[src/hdl/assert_macros.svh]
// Assertion macros used by the top-level RTL file to check its own behavior.
`ifndef ASSERT_MACROS_SVH
`define ASSERT_MACROS_SVH

// Checks that a property holds at every clock edge outside reset.
`define ASSERT_CLK(label, prop, msg) \
    label: assert property (@(posedge clk) disable iff (!rst_n) (prop)) \
        else $error(msg);

// Checks that a condition implies a consequence, both sampled on the clock.
`define ASSERT_IMPL(label, ante, cons, msg) \
    label: assert property (@(posedge clk) disable iff (!rst_n) (ante) |-> cons) \
        else $error(msg);

`endif

[src/hdl/dlsf_pkg.sv]
// Package with the shared constants and types of the dense layer sigmoid unit.
`timescale 1ns / 1ps

package dlsf_pkg;

    // Default sizes of the layer.
    localparam int DEF_MAX_INPUTS  = 16;
    localparam int DEF_MAX_OUTPUTS = 16;
    localparam int DEF_DATA_WIDTH  = 16;

    // Port field widths.
    localparam int CMD_W   = 2;
    localparam int ROW_W   = 4;
    localparam int COL_W   = 4;
    localparam int VALUE_W = 16;
    localparam int OIDX_W  = 4;
    localparam int ACT_W   = 16;
    localparam int CFG_W   = 5;

    // Accumulator width, Q16.16 with headroom for the longest vector.
    localparam int ACC_W = 40;

    // Commands.
    localparam logic [CMD_W-1:0] CMD_WEIGHT = 2'd0;
    localparam logic [CMD_W-1:0] CMD_BIAS   = 2'd1;
    localparam logic [CMD_W-1:0] CMD_INPUT  = 2'd2;

    // Configuration register indexes.
    localparam logic CFG_IN_COUNT  = 1'b0;
    localparam logic CFG_OUT_COUNT = 1'b1;

    // Reset values of the configuration registers.
    localparam logic [CFG_W-1:0] IN_COUNT_RST  = 5'd3;
    localparam logic [CFG_W-1:0] OUT_COUNT_RST = 5'd2;

    // Piecewise-linear sigmoid breakpoints and offsets, Q16.16 in and Q0.16 out.
    localparam int SIG_SAT  = 327680;
    localparam int SIG_K2   = 155648;
    localparam int SIG_K1   = 65536;
    localparam int SIG_OFF2 = 55296;
    localparam int SIG_OFF1 = 40960;
    localparam int SIG_OFF0 = 32768;
    localparam int SIG_ONE  = 65536;

    // Magnitude bits kept below the saturation point, and width of the half value.
    localparam int A_W = 19;
    localparam int P_W = 17;

    // Control of one beat moving through the shared datapath.
    typedef struct packed {
        logic mac;
        logic act;
        logic last;
    } pipe_ctrl_t;

endpackage

[src/hdl/dlsf_act.sv]
// Activation pipeline: bias add, magnitude, and piecewise-linear sigmoid.
`timescale 1ns / 1ps

module dlsf_act
    import dlsf_pkg::*;
#(
    parameter int DATA_W = 16,
    parameter int IDX_W  = 4
) (
    input  logic                     clk,
    input  logic                     rst_n,
    input  pipe_ctrl_t               in_ctrl,
    input  logic [IDX_W-1:0]         in_idx,
    input  logic signed [DATA_W-1:0] bias,
    input  logic signed [ACC_W-1:0]  acc_in,
    output logic                     result_valid,
    output logic [OIDX_W-1:0]        out_index,
    output logic [ACT_W-1:0]         activation,
    output logic                     last
);

    localparam int Z_W = ACC_W + 1;

    // Stage A: pre-activation.
    logic                  a_vld_reg;
    logic                  a_last_reg;
    logic [IDX_W-1:0]      a_idx_reg;
    logic signed [Z_W-1:0] z_reg;
    logic signed [Z_W-1:0] z_next;

    // Stage B: sign, saturation flag and magnitude.
    logic                  b_vld_reg;
    logic                  b_last_reg;
    logic [IDX_W-1:0]      b_idx_reg;
    logic                  b_neg_reg;
    logic                  b_big_reg;
    logic [A_W-1:0]        b_mag_reg;
    logic [Z_W-1:0]        mag_full;

    // Stage C: output register.
    logic                  c_vld_reg;
    logic                  c_last_reg;
    logic [OIDX_W-1:0]     c_idx_reg;
    logic [ACT_W-1:0]      c_act_reg;
    logic [P_W-1:0]        half_p;
    logic [P_W-1:0]        sig_r;
    logic [ACT_W-1:0]      act_next;

    assign z_next   = Z_W'(acc_in) + (Z_W'(bias) <<< 8);
    assign mag_full = z_reg[Z_W-1] ? Z_W'(-z_reg) : Z_W'(z_reg);

    always_comb
    begin
        if (b_big_reg)
        begin
            half_p = P_W'(SIG_ONE);
        end
        else if (b_mag_reg >= A_W'(SIG_K2))
        begin
            half_p = P_W'(b_mag_reg >> 5) + P_W'(SIG_OFF2);
        end
        else if (b_mag_reg >= A_W'(SIG_K1))
        begin
            half_p = P_W'(b_mag_reg >> 3) + P_W'(SIG_OFF1);
        end
        else
        begin
            half_p = P_W'(b_mag_reg >> 2) + P_W'(SIG_OFF0);
        end
        sig_r = b_neg_reg ? (P_W'(SIG_ONE) - half_p) : half_p;
        // Only a full positive half reaches the top bit; it saturates to all ones.
        act_next = sig_r[P_W-1] ? {ACT_W{1'b1}} : sig_r[ACT_W-1:0];
    end

    always_ff @(posedge clk or negedge rst_n)
    begin
        if (!rst_n)
        begin
            a_vld_reg <= 1'b0;
            b_vld_reg <= 1'b0;
            c_vld_reg <= 1'b0;
        end
        else
        begin
            a_vld_reg <= in_ctrl.act;
            b_vld_reg <= a_vld_reg;
            c_vld_reg <= b_vld_reg;
        end
    end

    always_ff @(posedge clk)
    begin
        a_last_reg <= in_ctrl.last;
        a_idx_reg  <= in_idx;
        z_reg      <= z_next;

        b_last_reg <= a_last_reg;
        b_idx_reg  <= a_idx_reg;
        b_neg_reg  <= z_reg[Z_W-1];
        b_big_reg  <= (mag_full >= Z_W'(SIG_SAT));
        b_mag_reg  <= mag_full[A_W-1:0];

        c_last_reg <= b_last_reg;
        c_idx_reg  <= OIDX_W'(b_idx_reg);
        c_act_reg  <= act_next;
    end

    assign result_valid = c_vld_reg;
    assign out_index    = c_idx_reg;
    assign activation   = c_act_reg;
    assign last         = c_vld_reg & c_last_reg;

endmodule

[config.mk]
export PLATFORM = sky130hd
export DESIGN_NAME = dlsf_act
export DESIGN_NICKNAME = d
export VERILOG_FILES = /design/src/hdl/assert_macros.svh /design/src/hdl/dlsf_pkg.sv /design/src/hdl/dlsf_act.sv
export SDC_FILE = /design/constraint.sdc
export NUM_CORES = 1
export LEC_CHECK = 0
export ABC_AREA = 0
export ABC_CLOCK_PERIOD_IN_PS = 4300
export CAP_MARGIN = 20
export CORE_MARGIN = 10
export CORE_UTILIZATION = 61
export CTS_CLUSTER_SIZE = 10
export DETAILED_ROUTE_END_ITERATION = 8
export DONT_BUFFER_PORTS = 1
export PLACE_DENSITY = 0.84
export SETUP_SLACK_MARGIN = 0.5
export SLEW_MARGIN = 10
export SYNTH_ARGS = -nofsm -noshare
export SYNTH_HDL_FRONTEND = slang
export SYNTH_SLANG_ARGS = --single-unit
[constraint.sdc]
create_clock -name clk -period 4.3 [get_ports clk]
set_input_delay 0.215 -clock clk [delete_from_list [all_inputs] [get_ports clk]]
set_output_delay 0.215 -clock clk [all_outputs]
set_load 0.005 [all_outputs]
# Yosys cells after proc, flatten, opt, wreduce, memory -nomap -nowiden
# Cells that the tools add are included.
# word_totals
input_bits,65
elab_cells,29
out_inout_bits,22
regBits,96
# classes
mux,5
addsub,6
order_cmp,3
n_bitwise,1
# op_table
cell,n
2-to-1 mux 17 bit,4
adder 40 x 24 -> 41 bit,1
>= comparator 41 x 19 -> 1 bit (second input constant),1
2-to-1 mux 41 bit,1
negator 41 bit,1
>= comparator 19 x 17 -> 1 bit (second input constant),1
>= comparator 19 x 18 -> 1 bit (second input constant),1
adder 14 x 16 -> 17 bit (second input constant),1
adder 16 x 16 -> 17 bit (second input constant),1
adder 17 x 16 -> 17 bit (second input constant),1
subtractor 17 bit (first input constant),1
bitwise AND 1 bit,1

# Depth between registers and ports, before layout
# depth
ltp_word,6
mapped_depth,16
mapped_depth_nobuf,13

# Worst setup path before layout
# Ideal clock, no wire load.
# synth_timing
path_kind,register -> register
start,reg b_mag_reg[16]
end,"reg c_act_reg[7], in the netlist activation[7]"
setup_time_ns,0.115
synth_period_minus_slack_ns,3.393
setup_slack_ns,0.907
stages_incl_launch_ff,16
required_ns,4.185
path_buffers,2
t_arrival_ns,3.278
path_cell_list,dfxtp_1 -> inv_1 -> ha_1 -> or4b_1 -> or4_4 -> o21a_4 -> buf_6 -> mux2i_1 -> or2_2 -> ha_1 -> nand3_1 -> nor2_1 -> and4bb_4 -> xor2_4 -> buf_6 -> nand2_1
# synth_via
elab_chain_cells,6
elab_cells_between_ends,10
cone_classes,add/sub (4); order compare (2); mux (4)
# synth_lines
element,line_no,source
from (decl),dlsf_act.sv:37,logic [A_W-1:0] b_mag_reg;
from (signal assigned),dlsf_act.sv:101,b_mag_reg <= mag_full[A_W-1:0];
adder 17 x 16 -> 17 bit (tied with other cells),dlsf_act.sv:68,half_p = P_W'(b_mag_reg >> 2) + P_W'(SIG_OFF0);
2-to-1 mux 17 bit,dlsf_act.sv:62,else if (b_mag_reg >= A_W'(SIG_K1))
2-to-1 mux 17 bit *,dlsf_act.sv:58,else if (b_mag_reg >= A_W'(SIG_K2))
2-to-1 mux 17 bit *,dlsf_act.sv:54,if (b_big_reg)
subtractor 17 bit,dlsf_act.sv:70,sig_r = b_neg_reg ? (P_W'(SIG_ONE) - half_p) : half_p;
2-to-1 mux 17 bit *,dlsf_act.sv:70,
to (signal assigned),dlsf_act.sv:105,c_act_reg <= act_next;
to (decl),dlsf_act.sv:44,logic [ACT_W-1:0] c_act_reg;
# Mark *: on every way between the ends. The rest lies on a longest branch, timed or not.
# A chain may end at the register's enable or synchronous reset.

# Worst setup path after layout
# layout_timing
start,reg b_mag_reg[16]
end,"reg c_act_reg[1], in the netlist activation[1]"
# Same word-level chain as after synthesis.

==> impl_results.md <==
- Req. time, crit path: 4.55 ns
- Core Area: 9110 sq um
- Hold Slack: 0.0925 ns
- Routability-driven placement congestion ratio: 0.878
- First-pass GRT wire length: 20900 microns
- Largest net degree at the start of global routing: 36
- Row cnt: 35
- Share of flip-flops with an asynchronous set or reset: 3.13%
- Clock transition at the registers of the reported paths: 0.11 ns
- Max VDD drop: 231 uV
- Worst R2R Start: b_mag_reg[16]
- Slew Viols, Final: 0
- Syn_area_per_cell: 8.72 sq um
- ANT cells: 0
- Achievable clock frequency: 0.279 GHz
- Comb power frac: 31.6%
- Number of CTS-inserted buffers: 9
- Outcome: finished, final reports clean
- H-tree levels: 3
- Primary FF master, synth: dfxtp_1
- Startpoint Class: flip-flop
- Max clock buf depth: 2
- Hpwl dp: 9280 microns
- Via count: 4866
- Clock sink count: 96
- DRT antenna net count: 0
- Post-synth top cells: 93 x dfxtp_1, 77 x nand2_1, 43 x a21oi_1, 43 x xnor2_1, 42 x ha_1
- Design Area, Final: 6200 sq um
- Syn-to-layout area delta: 9.73%
- Number of flip-flops under the largest register name: 41
- Worst Hold Class: input port to async pin
- Clk Tree Root Cell: clkbuf_8
- Skew-Pair Late Insertion Delay: 0.37 ns
- Initial antenna violation count: 0
- CP arrival: 3.84 ns
- R2R Path End: activation[1]
- Synth Net Count: 756
- RSZ-0062 raised after global routing: true
- NetSw: 1010 uW
- Sw frac: 37.3%
- Crit path kind: flip-flop to flip-flop
- Final core occ: 68.0%
- Clk pwr share: 22.7%
- #FFs+latches synth: 96
- Pwr dens: 437 nW/um^2
- Synth unique cells: 67
- Final hold vios: 0
- Sum Neg Setup Slack: 0 ns
- All-Layer GR Usage: 18.4%
- Cell Int Power: 1700 uW
- Die Y: 116 microns
- PortBufs: 0
- Crit path max fanout: 16
- Number of synthesized flops with an enable pin: 0
- Top cell type's share of synthesized area: 33.0%
- Die ar.: 13500 sq um
- Cells after Synth: 648
- Relative slew slack: 51.5%
- Vias in the first global route: 4729
- Drt first-iter violations: 368
- Drt total wl: 12600 microns
- Dominant cell by count in the synthesized netlist: dfxtp_1
- Leakage Power: 0.00253 uW
- Period utilization: 83.5%
- Slew @ Worst Pin: 0.717 ns
- FF-to-FF setup slack: 0.71 ns
- Top post-synthesis cells by area: dfxtp_1 33%, ha_1 9.3%, xnor2_1 6.7%, nand2_1 5.1%, a21oi_1 3.8%
- Setup Viol. Count Final: 0
- Dpl cell area: 5730 sq um
- Length in cells of the worst reg-to-reg path: 14
- Chip width: 116 microns
- Tmin final: 3.59 ns
- Yosys Warn Count: 0
- Gr ovfl total: 0
- Reg power frac: 45.7%
- Initial core utilization: 62.0%
- DRT Pass-1 Iters: 5
- Clk_skew: 0.0175 ns
- Sequential area share after synthesis: 34.3%
- Layout cell share with drive strength beyond 1: 7.03%
- Worst setup EP type: flip-flop
- Area of the mapped netlist: 5650 sq um
- Post-route DRC: 0
- Max-Cap Viols: 0
- Vias per Instance: 6.24
- Leading area contributor after synthesis: dfxtp_1
- CTS tree: done
- Post-layout net count: 772
- Boundary pin count: 87
- Routed len/inst: 16.1 microns
==> worst max-delay path, cell delays in order, from the launching register on <==
cell and delay [ns]:
dfxtp_1 0.39, inv_2 0.15, ha_1 0.16, or4b_1 0.44, or4_4 0.55, o21a_4 0.28, mux2i_2 0.20, or2_2 0.15
ha_1 0.19, nand3_2 0.13, nor2_2 0.14, and4bb_4 0.28, xor2_4 0.17, buf_12 0.15, o211ai_1 0.09
==> logic make-up after synthesis <==
logic type	share of synthesized area (%)
AOI/OAI and AO/OA	22.9
DFF	34.3
muxes	1.24
adders and majority gates	9.66
xor gates and xnor gates	10.1
buffers and inverters	2.92
and+or+nand+nor	18.9
==> cell type report <==
cell class              instances  area [sq um]
fillers                       743          2910
repair buffers                 25           248
clock buffers                  10           149
inverters                      18          67.6
well taps                     111           139
multi-input cells             514          3580
flip-flops and latches         96          1940
clock inverters                 6          72.6
==> timing repair <==
item,4_1_cts,5_1_grt
setup endpoints to repair,16,17
resized for setup,0,6
gates cloned,1,1
hold endpoints to repair,19,0
buffers inserted,1,0
hold buffers,19,0
==> power groups by stage <==
stage	clock network (uW)	registers (uW)	logic, uW
finish	614	1240	856
floorplan	0	1200	682
global route	652	1270	965
detailed placement	0	1250	795
CTS	621	1230	832
global placement	0	1250	768
==> placed cells by master (no fill, tap or decap), types with 6 or more instances in the layout <==
master / instances
xnor2_1: 43
clkbuf_8: 9
nand2b_1: 13
o41ai_1: 6
a211oi_1: 8
inv_1: 17
o211ai_1: 11
nor4_1: 6
a21oi_1: 43
nand2_1: 77
a311oi_1: 9
o21bai_1: 6
or4_1: 9
nor3_1: 14
dfxtp_1: 93
xor2_1: 19
nand3_1: 8
nor2_1: 35
or3_1: 7
a21o_1: 16
ha_1: 42
o21ai_0: 37
dlygate4sd3_1: 19
nand4_1: 6
o31ai_1: 13
==> per-stage QoR <==
| stage | total power [uW] | instances | setup WS, ns |
|---|---|---|---|
| after global placement | 2010 | 742 | 0.520 |
| after detailed placement | 2050 | 742 | 0.388 |
| after CTS | 2680 | 779 | 0.519 |
| final | 2710 | 780 | 0.711 |
| after floorplan | 1880 | 648 | 0.907 |
| after global routing | 2890 | 780 | 0.467 |
==> routing by layer <==
layer,vias up,GRT usage (%),wire (microns)
li1,2422,-,-
met1,2244,21.1,5320
met2,182,32.6,6210
met3,18,4.11,824
met4,0,7.09,217
met5,-,0,0
==> how the worst max path moves through the flow <==
stage	start	endpoint	slack [ns]	depth (start not counted)
CTS	b_mag_reg[16]	activation[1]	0.52	14
floorplan	b_mag_reg[16]	activation[7]	0.91	15
global route	b_mag_reg[16]	activation[1]	0.47	14
global placement	b_mag_reg[16]	activation[1]	0.52	13
finish	b_mag_reg[16]	activation[1]	0.71	14
detailed placement	b_mag_reg[16]	activation[1]	0.39	13
(Power assumes the default switching activity.)
