**config.mk**
```make
export PLATFORM = sky130hd
export DESIGN_NAME = dlsf_ram
export DESIGN_NICKNAME = d
export VERILOG_FILES = /design/src/hdl/assert_macros.svh /design/src/hdl/dlsf_ram.sv
export SDC_FILE = /design/constraint.sdc
export NUM_CORES = 1
export LEC_CHECK = 0
export BUFFER_PORTS_ARGS = -buffer_cell sky130_fd_sc_hd__buf_2
export CAP_MARGIN = 20
export CORE_MARGIN = 3
export CORE_UTILIZATION = 55
export CTS_CLUSTER_SIZE = 8
export DETAILED_ROUTE_END_ITERATION = 7
export PLACE_DENSITY = 0.82
export SLEW_MARGIN = 30
export SYNTH_ARGS = -nofsm -noshare
export SYNTH_HDL_FRONTEND = slang
export SYNTH_SLANG_ARGS = --single-unit
export TNS_END_PERCENT = 50
```
**constraint.sdc**
```tcl
create_clock -name clk -period 2.2 [get_ports clk]
set_input_delay 0.11 -clock clk [delete_from_list [all_inputs] [get_ports clk]]
set_output_delay 0.11 -clock clk [all_outputs]
set_load 0.1 [all_outputs]
```
**src/hdl/assert_macros.svh**
```systemverilog
// Assertion macros used by the top-level RTL file to check its own behavior.
`ifndef ASSERT_MACROS_SVH
`define ASSERT_MACROS_SVH

// Checks that a property holds at every clock edge outside reset.
`define ASSERT_CLK(label, prop, msg) \
    label: assert property (@(posedge clk) disable iff (!rst_n) (prop)) \
        else $error(msg);

// Checks that a condition implies a consequence, both sampled on the clock.
`define ASSERT_IMPL(label, ante, cons, msg) \
    label: assert property (@(posedge clk) disable iff (!rst_n) (ante) |-> cons) \
        else $error(msg);

`endif

```
**src/hdl/dlsf_ram.sv**
```systemverilog
// Generic single-port-write, single-port-read RAM with registered read data.
`timescale 1ns / 1ps

module dlsf_ram #(
    parameter int WIDTH = 16,
    parameter int DEPTH = 16,
    localparam int AW = (DEPTH > 1) ? $clog2(DEPTH) : 1
) (
    input  logic             clk,
    input  logic             wr_en,
    input  logic [AW-1:0]    wr_addr,
    input  logic [WIDTH-1:0] wr_data,
    input  logic [AW-1:0]    rd_addr,
    output logic [WIDTH-1:0] rd_data
);

    logic [WIDTH-1:0] mem [DEPTH];

    always_ff @(posedge clk)
    begin
        if (wr_en)
        begin
            mem[wr_addr] <= wr_data;
        end
        rd_data <= mem[rd_addr];
    end

endmodule

```
[Yosys cells after proc, flatten, opt, wreduce, memory -nomap -nowiden]
Memories as Yosys holds them, arrays and structs flattened. A register that Yosys moved wholly into a read port is not among the register bits.
Cells that the tools add are included.
Cells by class
  multiplexer cells: 2
Operators with widths (number)
  1-bit 2-to-1 mux: 2
Storage, ports and cells
  bits in registers: 0
  memory bits (writable): 256
  input port bits: 26
  word-level logic and storage cells: 3
  memories kept: 1
Memory list
  mem: words 16, bits a word 16, read ports 1, clocked after memory_dff 1, wr ports 1, RTL line dlsf_ram.sv:17  | logic [WIDTH-1:0] mem [DEPTH];

[Longest topological paths before layout]
Gate-level depths: netlist (run 1).
  depth in word-level cells: 2
  gate-level depth with buffers: 5
  gate-level depth less buffers: 3

[Worst setup path before layout (run 1)]
OpenSTA, ideal clock, no wires.
  path type: input -> register
  from: input wr_addr[2]
  to: memory mem[0][0] (enable)
  setup time: 0.409 ns
  data arrival time: 1.756 ns
  data required time: 1.791 ns
  slack: 0.035 ns
  stages on the path: 2
  buffers on the path: 0
  cells stage by stage: or3b_2 nor3_1
RTL lines
  start, declared: RTL line dlsf_ram.sv:11  | input logic [AW-1:0] wr_addr,
  end, declared: RTL line dlsf_ram.sv:17
No word-level cell before the write port.

[Worst setup path after layout (run 1)]
  from: register rd_data[11], read port of mem
  to: output rd_data[11]
RTL lines
  start, declared: RTL line dlsf_ram.sv:14  | output logic [WIDTH-1:0] rd_data
No word-level cell between the ends.

==> results.sh, run 1 <==
export IMPL_setup_viol=0
export IMPL_fp_dieW_um=141
export IMPL_first_global_vias=5448
export IMPL_grt_total_usage_pct=23.1
export IMPL_syn_avg_cell_area_um2=23.2
export IMPL_multi_input_area_mm2=0.00196
export IMPL_fmax_ghz=0.712
export IMPL_worst_pin_slew_ps=505
export IMPL_clkSinkCount=272
export IMPL_cts_buffer_depth=3
export IMPL_outcome="finished clean"
export IMPL_initial_core_util_pct=57.1
export IMPL_cts_tree="done"
export IMPL_cts_setup_buffers=0
export IMPL_pwr_share_seq_pct=48.4
export IMPL_portBuffers=41
export IMPL_routed_via_density=6.33
export IMPL_swShare_pct=21.4
export IMPL_die_height_um=141
export IMPL_final_hold_viol_count=0
export IMPL_yosys_warnings=0
export IMPL_slew_headroom_pct=66.5
export IMPL_clock_root_buffer="clkbuf_16"
export IMPL_setup_worst_path_class="reg -> out"
export IMPL_hold_path_class="in -> reg"
export IMPL_drive_above_1_share_pct=32.3
export IMPL_core_region_area_mm2=0.0176
export IMPL_post_route_util_pct=68.3
export IMPL_syn_nets=458
export IMPL_antenna_found_initial=0
export IMPL_synthesis_area_mm2=0.0100
export IMPL_first_pass_iters=5
export IMPL_yosys_cell_types_count=19
export IMPL_clkPwrFrac_pct=45.1
export IMPL_drc=0
export IMPL_switchingPower_mw=2.59
export IMPL_clock_latency_ps=510
export IMPL_hpwlAfterDp_um=11400
export IMPL_critPathMaxFanout=1
export IMPL_wl_um=21800
export IMPL_drv_slew=0
export IMPL_diodes=0
export IMPL_overflow=0
export IMPL_cpMaxStageDelayCell="buf_2"
export IMPL_p_leak_nw=4.01
export IMPL_startpoint_type="flip-flop"
export IMPL_cts_buffers=39
export IMPL_path_clk_slew_ps=50
export IMPL_place_congestion=0.750
export IMPL_die_area_mm2=0.0199
export IMPL_nets=566
export IMPL_h_tree_depth=2
export IMPL_ff_latch_area_mm2=0.00801
export IMPL_cp_top_family="buffers and inverters"
export IMPL_cts_resized=0
export IMPL_antenna_left=0
export IMPL_netlist_instances=432
export IMPL_irDropWorstVdd_mv=0.628
export IMPL_finalCritPeriodShare_pct=63.8
export IMPL_grt_pass1_wl_um=33400
export IMPL_synth_edff_count=256
export IMPL_p_per_area_mw_per_mm2=1010
export IMPL_worst_setup_path_end_kind="output pin"
export IMPL_synthFlopType="edfxtp_1"
export IMPL_cp_required_ps=2090
export IMPL_grt_max_degree=65
export IMPL_crit_chain="buf_2"
export IMPL_wl_per_cell_um=27.4
export IMPL_min_period_ps=1400
export IMPL_critPathBufInv=1
export IMPL_p_int_mw=9.49
export IMPL_ys_seq_area_share_pct=79.7
export IMPL_slowest_delay_ps=440
export IMPL_fillers=1057
export IMPL_rows=48
export IMPL_drt_iter0_drc=570
export IMPL_io_pins=42
export IMPL_tns_ps=0
export IMPL_yosys_register_bits=272
export IMPL_grt_setup_unrepaired="no"
export IMPL_area_delta_synth_final_pct=19.6
export IMPL_vias=5025
export IMPL_fin_skew_ps=12.6
export IMPL_synthArstFlopShare_pct=0
export IMPL_combPwrFrac_pct=6.5
export IMPL_max_cap_violations=0
export IMPL_cp_arrival_ps=1290
## routing by layer
metal  vias up  share of wire, %  global-route usage, %
li1       2066                 -                      -
met2       297                49                   36.7
met3        66                10                   5.43
met5         -                 0                      0
met4         0               3.8                   10.1
met1      2596                37                   31.0
## flip-flops by register name, summed over array words and instances, names as in the netlist
signal,count
mem,256
rd_data,16
## cell usage after synthesis (all sizes together) (2+ instances only)
library cell | n | area, µm²
mux4 | 64 | 1480
edfxtp | 256 | 7690
dfxtp | 16 | 320
nor2b | 2 | 12.5
nand2 | 17 | 63.8
clkbuf | 8 | 30.0
a22oi | 32 | 240
buf | 13 | 93.8
nand2b | 2 | 12.5
nand3b | 2 | 15.0
nor2 | 13 | 48.8
nor3 | 4 | 20.0
## cell type report
type,count,area share [%]
clock buffers,70,9.45
repair buffers,88,5.21
multi-input cells,139,16.3
flip-flops and latches,272,66.7
well taps,225,2.34
## what timing repair did
item | in CTS | in global routing
hold endpoints to repair | 245 | 0
hold buffers | 16 | 0
endpoints found under the setup margin | 0 | 0
## power by group through the flow
stage | combinational, mW | sequential [mW] | clock, mW
3_3_place_gp | 0.741 | 5.93 | 0
4_1_cts | 0.793 | 5.85 | 5.53
2_1_floorplan | 0.282 | 6.18 | 0
6_report | 0.788 | 5.84 | 5.44
3_5_place_dp | 0.760 | 5.94 | 0
5_1_grt | 0.831 | 5.85 | 5.77
## worst min-delay path, stage by stage
cell and delay, ps:
buf_2 170, nor3_2 70, buf_4 230
## through the flow
stage	cell area, µm²	total power [mW]	setup slack (ps)	hold WS (ps)	std cells
final	12000	12.1	796	272	794
after floorplan	10000	6.46	34.9	209	432
after global routing	12000	12.4	737	272	794
after global placement	10700	6.67	529	470	708
after CTS	12000	12.2	764	247	794
after detailed placement	10700	6.70	498	493	708
## worst paths after layout
kind / slack [ps] / start / to / cells after the start
min: 270 / wr_addr[1] / mem[4][5]$_DFFE_PP_ / 3
min reg2reg: 670 / mem[15][5]$_DFFE_PP_ / rd_data[5]$_DFF_P_ / 3
max: 800 / rd_data[11]$_DFF_P_ / rd_data[11] / 1
max reg2reg: 800 / mem[3][8]$_DFFE_PP_ / rd_data[8]$_DFF_P_ / 3
## cell families after synthesis
group / Yosys count / share of synthesized area, %
buf+inv: 21 / 1.23
flops: 272 / 79.7
simple gates: 43 / 1.92
compound gates: 32 / 2.39
mux: 64 / 14.7
## layout by cell type (no fill, tap or decap)
cell type,count
nand3b_1,2
nand2b_1,2
dlygate4sd3_1,16
and2_1,1
a22oi_1,32
dfxtp_1,16
mux4_2,54
nor2_1,1
edfxtp_1,256
clkbuf_16,41
nand3_1,1
buf_4,30
or3b_2,1
buf_12,2
nand2_1,17
mux4_1,10
clkbuf_1,29
nor2_2,12
buf_2,40
nor2b_1,2
nor3_2,4
No activity file was read; power rests on OpenSTA's default activity.
==> run 2, diff against run 1 <==
==> constraint.sdc (replaced) <==
create_clock -name clk -period 1.2 [get_ports clk]
set_input_delay 0.06 -clock clk [delete_from_list [all_inputs] [get_ports clk]]
set_output_delay 0.06 -clock clk [all_outputs]
set_load 0.1 [all_outputs]
==> run 2 against run 1 <==
Net effect:
- the run now ends with negative setup slack left
- wire length increased by 2.2%
- clock skew up 1.4 ps
- critical path depth is 2 higher
- largest power group unchanged
- die area unchanged
- via count decreased by 1.1%
- clock power grew 81%
- non-clock buffer count rose by 3
- total power increased by 84%
- register-to-register slack lost 920 ps
- sequential power grew 83%
- flip-flop and latch count unchanged
- cell count is 0.50% lower
==> results.sh, run 2 (synthesis results as in run 1) <==
export IMPL_first_pass_iters=5
export IMPL_final_cell_mix="edfxtp_1, mux4_2, clkbuf_16, buf_2, buf_12"
export IMPL_fin_cells=790
export IMPL_core_region_area_mm2=0.0176
export IMPL_cts_setup_buffers=0
export IMPL_cts_tree="done"
export IMPL_swShare_pct=21.5
export IMPL_largest_register="mem"
export IMPL_clock_latency_ps=510
export IMPL_cts_buffers=39
export IMPL_slew_headroom_pct=78.5
export IMPL_fin_skew_ps=14.0
export IMPL_initial_core_util_pct=57.1
export IMPL_diodes=0
export IMPL_outcome="finished with violations"
export IMPL_worst_setup_path_end_kind="flip-flop"
export IMPL_grt_total_usage_pct=23.1
export IMPL_antenna_found_initial=0
export IMPL_finalCritPeriodShare_pct=111
export IMPL_hold_path_class="in -> reg"
export IMPL_io_pins=42
export IMPL_nets=569
export IMPL_reg_top3="mem x256, rd_data x16"
export IMPL_cp_arrival_ps=1710
export IMPL_drc=0
export IMPL_fin_area_mm2=0.0124
export IMPL_slowest_delay_ps=540
export IMPL_worst_pin_slew_ps=322
export IMPL_wl_um=22300
export IMPL_die_height_um=141
export IMPL_cts_buffer_depth=3
export IMPL_violations="negative setup slack"
export IMPL_cp_required_ps=1580
export IMPL_switchingPower_mw=4.77
export IMPL_crit_chain="mux4_2 > a22oi_2 > nand2_1"
export IMPL_startpoint_type="flip-flop"
export IMPL_p_per_area_mw_per_mm2=1790
export IMPL_placed_cells=711
export IMPL_fp_dieW_um=141
export IMPL_first_global_vias=5399
export IMPL_setup_worst_path_class="reg -> reg"
export IMPL_combPwrFrac_pct=7.3
export IMPL_p_leak_nw=4.09
export IMPL_wl_per_cell_um=28.2
export IMPL_cpMaxStageDelayCell="mux4_2"
export IMPL_overflow=0
export IMPL_setup_ws_ps=-128
export IMPL_pwr_share_seq_pct=48.3
export IMPL_path_clk_slew_ps=50
export IMPL_final_hold_viol_count=0
export IMPL_fmax_ghz=0.753
export IMPL_die_area_mm2=0.0199
export IMPL_max_cap_violations=0
export IMPL_clkPwrFrac_pct=44.3
export IMPL_hold_slack_ps=122
export IMPL_h_tree_depth=2
export IMPL_clkSinkCount=272
export IMPL_clock_root_buffer="clkbuf_16"
export IMPL_largest_reg_flops=256
export IMPL_setup_viol=16
export IMPL_routed_via_density=6.29
export IMPL_rows=48
export IMPL_p_int_mw=17.4
export IMPL_total_power_mw=22.2
export IMPL_irDropWorstVdd_mv=1.27
export IMPL_drv_slew=0
export IMPL_critPathMaxFanout=1
export IMPL_grt_pass1_wl_um=33500
export IMPL_final_common_cell="edfxtp_1"
export IMPL_hpwlAfterDp_um=11300
export IMPL_drive_above_1_share_pct=36.8
export IMPL_drt_iter0_drc=506
export IMPL_grt_setup_unrepaired="yes"
export IMPL_grt_max_degree=29
export IMPL_place_congestion=0.715
export IMPL_min_period_ps=1330
export IMPL_portBuffers=41
export IMPL_place_area_mm2=0.0110
export IMPL_area_delta_synth_final_pct=23.7
export IMPL_antenna_left=0
export IMPL_vias=4972
==> run 2: changes by cell type in the layout (fill, tap and decap cells not counted), sizes merged <==
| cell | delta |
|---|---|
| clkbuf | -7 |
| buf | +3 |
==> run 2: worst paths after layout <==
check / start / end / slack, ps / cells after the start
setup / recovery: mem[3][15]$_DFFE_PP_ / rd_data[15]$_DFF_P_ / -130 / 3
hold / removal: wr_addr[1] / mem[8][11]$_DFFE_PP_ / 120 / 3
setup reg to reg: mem[3][15]$_DFFE_PP_ / rd_data[15]$_DFF_P_ / -130 / 3
hold reg to reg: mem[15][7]$_DFFE_PP_ / rd_data[7]$_DFF_P_ / 680 / 3
==> run 2: power by group through the flow <==
stage               sequential (mW)  combinational, mW  clock, mW
finish                         10.7               1.63       9.85
global route                   10.7               1.71       10.4
CTS                            10.7               1.62       10.0
floorplan                      11.3              0.528          0
global placement               10.9               1.44          0
detailed placement             10.9               1.47          0
==> run 2: per-stage QoR <==
| step | setup TNS, ps | worst slack [ps] | util, % |
|---|---|---|---|
| CTS | -1330 | -151 | 70.5 |
| floorplan | -34330 | -194 | - |
| detailed placement | -18590 | -315 | 62.7 |
| global placement | -13230 | -261 | 62.7 |
| global route | -1800 | -169 | 70.6 |
| finish | -1100 | -128 | 70.6 |
==> run 2: final cells by class <==
class | instances | area (µm²)
timing repair buffer | 91 | 997
clock buffer | 63 | 1110
sequential | 272 | 8010
multi-input combinational | 139 | 2030
fill | 998 | 5170
tap | 225 | 282
==> run 2: timing repair <==
item	CTS	global route
pin swaps	12	6
resized for setup	38	11
setup endpoints to repair	32	20
endpoints found under the hold margin	256	0
hold buffers	16	0
==> run 2: worst max-delay path: cells and delay by family, from the launching register on <==
family           cells  cell delay (ps)
AO/OA/AOI/OAI        1              190
multiplexers         1              540
flip-flops           1              410
AND/OR/NAND/NOR      1               70
==> run 2: layer usage <==
layer	GRT usage, %	part of all wire, %	up-vias
li1	-	-	2059
met1	31.6	38	2608
met2	38.1	51	256
met3	5.12	8.5	49
met4	6.73	2.2	0
met5	0	0	-
