<file path="src/hdl/assert_macros.svh">
// Assertion macros used by the top-level RTL file to check its own behavior.
`ifndef ASSERT_MACROS_SVH
`define ASSERT_MACROS_SVH

// Checks that a property holds at every clock edge outside reset.
`define ASSERT_CLK(label, prop, msg) \
    label: assert property (@(posedge clk) disable iff (!rst_n) (prop)) \
        else $error(msg);

// Checks that a condition implies a consequence, both sampled on the clock.
`define ASSERT_IMPL(label, ante, cons, msg) \
    label: assert property (@(posedge clk) disable iff (!rst_n) (ante) |-> cons) \
        else $error(msg);

`endif

</file>
<file path="src/hdl/dlsf_pkg.sv">
// Package with the shared constants and types of the dense layer sigmoid unit.
`timescale 1ns / 1ps

package dlsf_pkg;

    // Default sizes of the layer.
    localparam int DEF_MAX_INPUTS  = 16;
    localparam int DEF_MAX_OUTPUTS = 16;
    localparam int DEF_DATA_WIDTH  = 16;

    // Port field widths.
    localparam int CMD_W   = 2;
    localparam int ROW_W   = 4;
    localparam int COL_W   = 4;
    localparam int VALUE_W = 16;
    localparam int OIDX_W  = 4;
    localparam int ACT_W   = 16;
    localparam int CFG_W   = 5;

    // Accumulator width, Q16.16 with headroom for the longest vector.
    localparam int ACC_W = 40;

    // Commands.
    localparam logic [CMD_W-1:0] CMD_WEIGHT = 2'd0;
    localparam logic [CMD_W-1:0] CMD_BIAS   = 2'd1;
    localparam logic [CMD_W-1:0] CMD_INPUT  = 2'd2;

    // Configuration register indexes.
    localparam logic CFG_IN_COUNT  = 1'b0;
    localparam logic CFG_OUT_COUNT = 1'b1;

    // Reset values of the configuration registers.
    localparam logic [CFG_W-1:0] IN_COUNT_RST  = 5'd3;
    localparam logic [CFG_W-1:0] OUT_COUNT_RST = 5'd2;

    // Piecewise-linear sigmoid breakpoints and offsets, Q16.16 in and Q0.16 out.
    localparam int SIG_SAT  = 327680;
    localparam int SIG_K2   = 155648;
    localparam int SIG_K1   = 65536;
    localparam int SIG_OFF2 = 55296;
    localparam int SIG_OFF1 = 40960;
    localparam int SIG_OFF0 = 32768;
    localparam int SIG_ONE  = 65536;

    // Magnitude bits kept below the saturation point, and width of the half value.
    localparam int A_W = 19;
    localparam int P_W = 17;

    // Control of one beat moving through the shared datapath.
    typedef struct packed {
        logic mac;
        logic act;
        logic last;
    } pipe_ctrl_t;

endpackage

</file>
<file path="src/hdl/dlsf_mac.sv">
// Shared multiply-accumulate unit: one weight times one element added to one accumulator.
`timescale 1ns / 1ps

module dlsf_mac
    import dlsf_pkg::*;
#(
    parameter int DATA_W = 16,
    parameter int IDX_W  = 4
) (
    input  logic                    clk,
    input  logic                    rst_n,
    input  pipe_ctrl_t              in_ctrl,
    input  logic [IDX_W-1:0]        in_idx,
    input  logic signed [DATA_W-1:0] weight,
    input  logic signed [DATA_W-1:0] x,
    input  logic signed [ACC_W-1:0] acc_in,
    output logic                    wr_en,
    output logic [IDX_W-1:0]        wr_idx,
    output logic signed [ACC_W-1:0] wr_data
);

    logic                           vld_reg;
    logic [IDX_W-1:0]               idx_reg;
    logic signed [2*DATA_W-1:0]     prod_reg;
    logic signed [ACC_W-1:0]        acc_reg;

    always_ff @(posedge clk or negedge rst_n)
    begin
        if (!rst_n)
        begin
            vld_reg <= 1'b0;
        end
        else
        begin
            vld_reg <= in_ctrl.mac;
        end
    end

    always_ff @(posedge clk)
    begin
        idx_reg  <= in_idx;
        prod_reg <= weight * x;
        acc_reg  <= acc_in;
    end

    assign wr_en   = vld_reg;
    assign wr_idx  = idx_reg;
    assign wr_data = acc_reg + ACC_W'(prod_reg);

endmodule

</file>
<file path="config.mk">
export PLATFORM = sky130hd
export DESIGN_NAME = dlsf_mac
export DESIGN_NICKNAME = d
export VERILOG_FILES = /design/src/hdl/assert_macros.svh /design/src/hdl/dlsf_pkg.sv /design/src/hdl/dlsf_mac.sv
export SDC_FILE = /design/constraint.sdc
export NUM_CORES = 1
export LEC_CHECK = 0
export BUFFER_PORTS_ARGS = -buffer_cell sky130_fd_sc_hd__buf_2
export CAP_MARGIN = 20
export CORE_UTILIZATION = 50
export DETAILED_ROUTE_END_ITERATION = 6
export GPL_TIMING_DRIVEN = 1
export PLACE_DENSITY = 0.73
export SYNTH_ARGS = -nofsm -noshare
export SYNTH_HDL_FRONTEND = slang
export SYNTH_SLANG_ARGS = --single-unit
</file>
<file path="constraint.sdc">
create_clock -name clk -period 3.1 [get_ports clk]
set_input_delay 0.155 -clock clk [delete_from_list [all_inputs] [get_ports clk]]
set_output_delay 0.155 -clock clk [all_outputs]
set_load 0.005 [all_outputs]
</file>
### Word-level counts from Yosys, hierarchy flattened

Index checks and enable logic that the tools add are counted.

| storage, ports and cells | value |
|---|---|
| bits in writable memories | 0 |
| memories kept | 0 |
| memory bits (read-only) | 0 |
| bits in latches | 0 |
| register bits after elaboration | 77 |
| output and inout bits | 45 |

| cells by class | value |
|---|---|
| multipliers | 1 |
| equal/unequal tests | 0 |
| magnitude comparators | 0 |
| add/sub/neg operators | 1 |
| mux-type cells | 0 |
| shift-type cells | 0 |
| bitwise gates (word level) | 0 |
| reductions and logical operators | 0 |
| divide/modulo/power cells | 0 |

Operators with widths:

| cell | count |
|---|---|
| adder 40 x 32 -> 40 bit | 1 |
| multiplier 16 x 16 -> 32 bit | 1 |

### Logic depth before layout (Yosys ltp)

Gate-level depths: netlist of the first run.

| logic depth | value |
|---|---|
| depth in word-level cells | 1 |
| depth in mapped cells | 23 |
| gate-level depth less buffers | 21 |

### Worst setup path before layout of the first run

Ideal clock, no wire load.

| path | value |
|---|---|
| path kind | input-to-reg |
| from | input port weight[15] |
| to | register prod_reg[30] |
| arrival time | 5.553 ns |
| setup time | 0.079 ns |
| path slack | -2.532 ns |
| cell stages on the path | 20 |
| cells stage by stage | clkbuf_1 nand2_1 inv_1 fa_1 fa_1 fa_1 fa_1 fa_1 inv_1 fa_1 inv_1 ha_1 nand4_1 nor2_1 nand4_1 a211oi_2 o211ai_1 a21bo_2 a211o_1 o211ai_1 |

| on the way | value |
|---|---|
| word-level cells in the longest chain between the ends | 1 |

RTL lines:

| element | RTL line | text |
|---|---|---|
| start: declaration | dlsf_mac.sv:14 | `input logic signed [DATA_W-1:0] weight,` |
| multiplier 16 x 16 -> 32 bit | dlsf_mac.sv:42 | `prod_reg <= weight * x;` |
| end signal: assignment | dlsf_mac.sv:42 |  |
| end: declaration | dlsf_mac.sv:24 | `logic signed [2*DATA_W-1:0] prod_reg;` |

No other way between the ends.

### Final worst setup path of the first run

| path | value |
|---|---|
| from | input port weight[5] |
| to | register prod_reg[31] |

The elaborated chain is that of the path after synthesis.

==> flow_summary.toml, run 1 <==
[run_status]
outcome = "complete, but fails checks"
violations = "setup timing"

[placed_design]
hpwl_um = 27800
pre_cts_ws_ns = -2.54
io_buffers = 123
gp_congestion = 0.893

[setup_path]
worstPathRequired_ns = 3.36
cp.arrival_ns = 5.43
crit_fanout = 5
cp-start-kind = "input pin"
endpoint_kind = "flip-flop"
path_class = "in2reg"

[route]
vias_per_cell = 5.20
drt_iter0_markers = 693
wl_per_cell_um = 16.1
ant_nets = 0
first_pass_iters = 5
dr_total_vias = 11400
post-route-drc-count = 0
drt_wl_total_um = 35200

[yosys]
synth-seq-cells = 77
yosysWarnings = 0
yosysTopAreaCell = "fa_1"
ys_types = 69
synth_seq_area_share_pct = 11.3
netlist_area_um2 = 13700
synthCells = 1496
ys_async_sr_fraction_pct = 1.30
synth_edf_count = 0
synth_top_area_share_pct = 38.4
synth_ff_type = "dfxtp_1"
synthTopCellsByArea = "fa_1 (38%), dfxtp_1 (11%), ha_1 (11%), inv_1 (8.5%), and2_1 (5.8%)"
synth_fp_nets = 1961
avgSynthCellArea_um2 = 9.16

[timing]
setup_viol = 26
slew-limit-headroom_pct = 60.9
fin_crit_sh_pct = 167
fmax_mhz = 193
worstMarginPinSlew_ns = 0.583
period_needed_ns = 5.17
rsz0062_at_grt = "yes"
hold_viol_final = 0
layout_setup_ws_ns = -2.07
drv_slew = 0

[cells_and_area]
largest_reg_flops = 40
layout_commonest_cell = "inv_1"
multi_input_area_um2 = 11800
nFillCells = 1977
seqCellArea_um2 = 1550
final_cell_mix = "inv_1 (268), fa_1 (234), buf_4 (165)"
layout-drive-gt1-share_pct = 31.4
nets = 2303
area_growth_pct = 33.2
n_antenna_cell = 0

[clock_tree]
cts_htree_levels = 3
cts.reportedPaths.clkPinSlew_ns = 0.06
cts_tree = "built"
cts_inserted_buffers = 9
clock-sinks = 77
cts.path.max_buffers = 2
clock-root-buffer = "clkbuf_16"

[global_route]
track_usage_pct = 25.3
grt_pass1_vias = 12100
overflow = 0
antenna_found_initial = 0
grt_pass1_wl_um = 57700
grt_max_degree = 16

[job]
cap_violations = 0

[floorplanning]
die_w_um = 168
start_util_pct = 50.9
rows = 60
dieArea_um2 = 28100
coreArea_um2 = 27000
top_level_ports = 126
die_h_um = 168

[hold_path]
hold_path_class = "in2async"
-- through the flow --
step | util [%] | setup TNS (ns) | hold slack, ns | cell area, um2 | instances
after floorplan | - | -39.04 | -0.141 | 14200 | 1496
after global placement | 59.8 | -50.76 | -0.0707 | 16100 | 2077
after detailed placement | 59.8 | -52.85 | -0.0639 | 16100 | 2077
after CTS | 65.4 | -40.33 | 0.113 | 17600 | 2164
after global routing | 67.7 | -45.97 | 0.113 | 18300 | 2184
final | 67.7 | -42.96 | 0.128 | 18300 | 2184
-- cell usage after synthesis, drive strengths merged, types with 2 or more instances --
cell type,instances
a2111o,3
a2111oi,5
a211o,3
a211oi,12
a21boi,2
a21o,26
a21oi,63
a221oi,3
a31oi,4
and2,126
and3,12
buf,6
clkbuf,37
dfxtp,76
fa,263
ha,121
inv,309
nand2,147
nand2b,11
nand3,22
nand4,6
nor2,53
nor2b,3
nor3,9
nor4b,3
o2111ai,2
o211a,2
o211ai,15
o21a,18
o21ai,33
o21bai,5
o311ai,2
o31ai,6
or2,2
or3,9
xnor2,50
xor2,11
-- metal layers --
layer | GRT usage, % | share of wire, % | vias to the layer above
li1 | - | - | 5352
met1 | 33.7 | 43 | 5534
met2 | 43.7 | 49 | 405
met3 | 3.24 | 6.2 | 60
met4 | 6.22 | 1.8 | 0
met5 | 0 | 0 | -
-- worst max-delay path: stages --
cell and delay, ns:
buf_8 0.11, buf_12 0.12, buf_8 0.12, and2_4 0.13, fa_2 0.53, inv_2 0.05, fa_2 0.53, inv_2 0.05
ha_4 0.15, inv_2 0.05, fa_1 0.41, inv_2 0.07, fa_1 0.45, fa_1 0.61, ha_4 0.24, a2111o_1 0.47
o211ai_1 0.28, nand3_2 0.16, o211ai_1 0.24, nand3_1 0.15, o31ai_2 0.22, xnor2_1 0.14
-- timing repair --
| item | in CTS | in global routing |
|---|---|---|
| resized for setup | 151 | 144 |
| setup endpoints to repair | 32 | 42 |
| endpoints found under the hold margin | 46 | 0 |
| gates cloned | 1 | 0 |
| hold buffers | 46 | 0 |
| buffers inserted | 25 | 24 |
| pin swaps | 102 | 123 |
-- cell families after synthesis --
group | synth area share (%)
and+or+nand+nor | 14.9
adders and majority gates | 49.5
buffers and inverters | 9.72
AOI/OAI and AO/OA | 10.6
DFF | 11.3
xor gates and xnor gates | 3.90
muxes | 0.0730
-- area by class of cell --
type | instances | area share [%]
multi-input cells | 1067 | 64.5
repair buffers | 374 | 16.6
flip-flops and latches | 77 | 8.48
inverters | 309 | 6.37
well taps | 341 | 2.34
clock buffers | 10 | 1.25
clock inverters | 6 | 0.514
-- how the worst max path moves through the flow --
| stage | start | end | cells after the start |
|---|---|---|---|
| final | weight[5] | prod_reg[31] | 22 |
| after global routing | weight[5] | prod_reg[31] | 22 |
| after CTS | weight[5] | prod_reg[31] | 22 |
| after detailed placement | weight[8] | prod_reg[31] | 20 |
| after global placement | x[4] | prod_reg[30] | 19 |
| after floorplan | x[3] | prod_reg[30] | 19 |
Power of run 1 is left out: the tool's default activity adds up to more than one toggle a clock period on the data nets, which glitch-free logic cannot reach.
==> run 2, diff against run 1 <==
PLACE_DENSITY = 0.77   (was 0.73)
==> run 2 against run 1 <==
Against the previous run:
- the run still ends with setup timing left
- cell count barely moved
- core utilization is 0.093 points higher
- critical path depth fell by 1
- worst setup slack improved by 0.099 ns
- first-iteration DRC count fell by 13%
- wire length is 0.12% lower
- via count rose by 0.41%
- die area stayed put
- global-route usage hardly changed
- non-clock buffer count increased by 2
- design area increased by 0.14%
- sequential cell count is the same
- highest routed layer unchanged
==> flow_summary.toml, run 2 (synthesis gave the netlist of run 1 again) <==
[run_status]
outcome = "complete, but fails checks"
violations = "setup timing"

[route]
ant_nets = 0
dr_total_vias = 11400
drt_iter0_markers = 603
first_pass_iters = 5
vias_per_cell = 5.21
drt_wl_total_um = 35200
wl_per_cell_um = 16.1
post-route-drc-count = 0

[clock_tree]
cts_inserted_buffers = 9
clock-root-buffer = "clkbuf_16"
clock-sinks = 77
cts_tree = "built"
cts_htree_levels = 3
cts.path.max_buffers = 2
cts.reportedPaths.clkPinSlew_ns = 0.06

[placed_design]
hpwl_um = 27800
gp_congestion = 0.955
dpl.cell_count = 2083
io_buffers = 123
placed_area_um2 = 16200

[floorplanning]
top_level_ports = 126
die_w_um = 168
coreArea_um2 = 27000
rows = 60
die_h_um = 168
start_util_pct = 50.9
dieArea_um2 = 28100

[global_route]
grt_pass1_wl_um = 57600
track_usage_pct = 25.3
antenna_found_initial = 1
overflow = 0
grt_pass1_vias = 12300
grt_max_degree = 15

[cells_and_area]
nFillCells = 1937
design_area_um2 = 18300
nets = 2305
layout_commonest_cell = "inv_1"
final_cell_mix = "inv_1 (268), fa_1 (239), buf_4 (165)"
largest_reg_flops = 40
area_growth_pct = 33.4
layout-drive-gt1-share_pct = 31.0
stdcell_count = 2186

[timing]
fmax_mhz = 197
drv_slew = 0
slew-limit-headroom_pct = 62.3
setup_viol = 27
hold_viol_final = 0
worstMarginPinSlew_ns = 0.561
fin_crit_sh_pct = 164
rsz0062_at_grt = "yes"
period_needed_ns = 5.07
timing.hold.ws_ns = 0.124
layout_setup_ws_ns = -1.97

[setup_path]
path_class = "in2reg"
crit_fanout = 6
cp.arrival_ns = 5.30
worstPathRequired_ns = 3.33
endpoint_kind = "flip-flop"
cp-start-kind = "input pin"

[job]
cap_violations = 0

[hold_path]
hold_path_class = "in2async"
## run 2: how the worst max path moves through the flow
stage          slack (ns)      endpoint  cells past startpoint       start
2_1_floorplan       -2.18  prod_reg[30]                     19        x[3]
3_3_place_gp        -2.49  prod_reg[31]                     22        x[2]
3_5_place_dp        -2.60  prod_reg[31]                     20  weight[15]
4_1_cts             -1.98  prod_reg[30]                     20  weight[15]
5_1_grt             -2.15  prod_reg[31]                     22   weight[7]
6_report            -1.97  prod_reg[31]                     21        x[5]
## run 2: cell type report
class / instances / area [um2] / share of cell area, %
clock inverters: 6 / 71.3 / 0.390
clock buffers: 9 / 225 / 1.23
well taps: 341 / 427 / 2.33
flip-flops and latches: 77 / 1550 / 8.47
multi-input cells: 1067 / 11800 / 64.6
repair buffers: 376 / 3040 / 16.6
inverters: 309 / 1160 / 6.36
diodes: 1 / 2.50 / 0.0137
## run 2: worst max-delay path, cell delays in order
cell	delay [ns]
buf_12	0.11
and2_4	0.15
fa_1	0.55
inv_2	0.04
fa_2	0.54
fa_1	0.44
fa_1	0.49
inv_1	0.05
fa_1	0.49
fa_1	0.60
ha_4	0.24
buf_4	0.16
nand3_1	0.15
a211oi_2	0.06
buf_4	0.14
o211ai_1	0.12
nand3_2	0.15
o211ai_1	0.20
nand3_1	0.13
o31ai_2	0.22
xnor2_1	0.09
## run 2: routing by layer
metal	share of wire, %	vias up	track usage [%]	wire (um)
li1	-	5364	-	-
met1	43	5591	32.8	15200
met2	49	371	43.7	17300
met3	5.3	71	3.31	1870
met4	2.4	0	7.94	846
met5	0	-	0	0
## run 2: metrics by stage
stage / util (%) / setup slack, ns / setup TNS (ns)
floorplan: - / -2.18 / -39.04
global placement: 60.0 / -2.49 / -50.83
detailed placement: 60.0 / -2.60 / -52.52
CTS: 65.6 / -1.98 / -38.98
global route: 67.8 / -2.15 / -44.62
finish: 67.8 / -1.97 / -40.81
## run 2: timing repair
action	CTS	global route
setup endpoints to repair	32	42
resized for setup	166	123
setup buffers	23	22
endpoints found under the hold margin	46	0
hold buffers	46	0
cloned	1	0
pin swaps	108	56
Power of run 2 is left out for the same reason.
==> run 3, diff against run 2 <==
PLACE_DENSITY = 0.8   (was 0.77)
clock period = 4.2 ns   (was 3.1 ns; I/O delays follow)
==> run 3 against run 2 <==
Against the previous run:
- the run still ends with setup timing left
- sequential cell count unchanged
- core utilization fell by 1.2 points
- die area is the same
- sequential share of layout area increased by 0.14 points
- wire length is 4.3% higher
- worst hold slack gained 0.059 ns
- via count up 1.9%
==> flow_summary.toml, run 3 (synthesis gave the netlist of run 1 again) <==
[clock_tree]
cts.reportedPaths.clkPinSlew_ns = 0.07
clock-root-buffer = "clkbuf_16"
clock-sinks = 77
cts_tree = "built"
cts_htree_levels = 3
cts.path.max_buffers = 2
cts_inserted_buffers = 9

[timing]
fmax_mhz = 192
hold_viol_final = 0
slew-limit-headroom_pct = 63.8
rsz0062_at_grt = "yes"
setup_viol = 22
period_needed_ns = 5.22
drv_slew = 0
fin_crit_sh_pct = 124
worstMarginPinSlew_ns = 0.529
layout_setup_ws_ns = -1.02
setup_tns_ns = -16.57

[setup_path]
endpoint_kind = "flip-flop"
worstPathRequired_ns = 4.42
cp.arrival_ns = 5.44
cp-start-kind = "input pin"
crit_fanout = 4
path_class = "in2reg"

[route]
ant_nets = 0
vias_per_cell = 5.35
post-route-drc-count = 0
wl_per_cell_um = 16.9
first_pass_iters = 5
drt_iter0_markers = 731
dr_total_vias = 11600
drt_wl_total_um = 36700

[cells_and_area]
n_antenna_cell = 0
final_cell_mix = "inv_1 (287), fa_1 (244), buf_4 (160)"
nets = 2289
layout_commonest_cell = "inv_1"
largest_reg_flops = 40
area_growth_pct = 31.0
layout-drive-gt1-share_pct = 27.8

[global_route]
antenna_found_initial = 0
grt_max_degree = 16
grt_pass1_wl_um = 58500
overflow = 0
grt_pass1_vias = 12500
track_usage_pct = 25.7

[placed_design]
io_buffers = 123
hpwl_um = 28400
gp_congestion = 0.926

[hold_path]
hold_path_class = "in2async"

[floorplanning]
dieArea_um2 = 28100
coreArea_um2 = 27000
rows = 60
die_h_um = 168
die_w_um = 168
top_level_ports = 126
start_util_pct = 50.9

[job]
cap_violations = 0

[run_status]
violations = "setup timing"
outcome = "complete, but fails checks"
[run 3: metrics by stage]
| step | cells | setup WS (ns) | hold WS, ns | instance area, um2 | utilization (%) |
|---|---|---|---|---|---|
| CTS | 2150 | -0.943 | 0.00262 | 17400 | 64.5 |
| global placement | 2072 | -1.52 | -0.0155 | 16000 | 59.4 |
| floorplan | 1496 | -1.13 | -0.0856 | 14200 | - |
| detailed placement | 2072 | -1.57 | -0.0141 | 16000 | 59.4 |
| finish | 2170 | -1.02 | 0.184 | 18000 | 66.6 |
| global route | 2170 | -1.17 | 0.167 | 18000 | 66.6 |
[run 3: what timing repair did]
item | CTS | global route
hold buffers | 45 | 1
cloned | 1 | 2
pin swaps | 72 | 83
endpoints found under the hold margin | 45 | 1
setup endpoints to repair | 23 | 24
setup buffers | 17 | 21
gates resized for setup | 120 | 117
[run 3: critical path, cell delays in order]
cell and delay (ns):
buf_8 0.11, and2_4 0.15, fa_2 0.64, buf_4 0.14, fa_1 0.43, fa_1 0.56
fa_2 0.45, fa_1 0.49, inv_1 0.06, fa_1 0.48, inv_1 0.06, ha_4 0.27
nand4_1 0.15, buf_4 0.19, nor4b_4 0.28, o211ai_1 0.19, nand3_1 0.16, o211ai_1 0.10
nand3_1 0.12, o31ai_2 0.09, xnor2_1 0.12
[run 3: worst max-delay path by stage]
stage	start	end	cells after the start
floorplan	x[3]	prod_reg[30]	19
global placement	weight[15]	prod_reg[31]	20
detailed placement	weight[9]	prod_reg[31]	21
CTS	x[3]	prod_reg[31]	20
global route	x[3]	prod_reg[25]	23
finish	x[3]	prod_reg[31]	21
[run 3: area by class of cell]
| type | count | area (um2) |
|---|---|---|
| multi-input combinational | 1067 | 11600 |
| fill | 1900 | 8990 |
| timing repair buffer | 360 | 2940 |
| sequential | 77 | 1550 |
| inverter | 309 | 1160 |
| tap | 341 | 427 |
| clock buffer | 9 | 225 |
| clock inverter | 7 | 81.3 |
[run 3: layer usage]
metal | track usage [%] | wire (um)
met5 | 0 | 0
met4 | 7.74 | 1370
met3 | 3.97 | 2510
met2 | 46.3 | 18400
met1 | 31.7 | 14400
Power of run 3 is left out for the same reason.
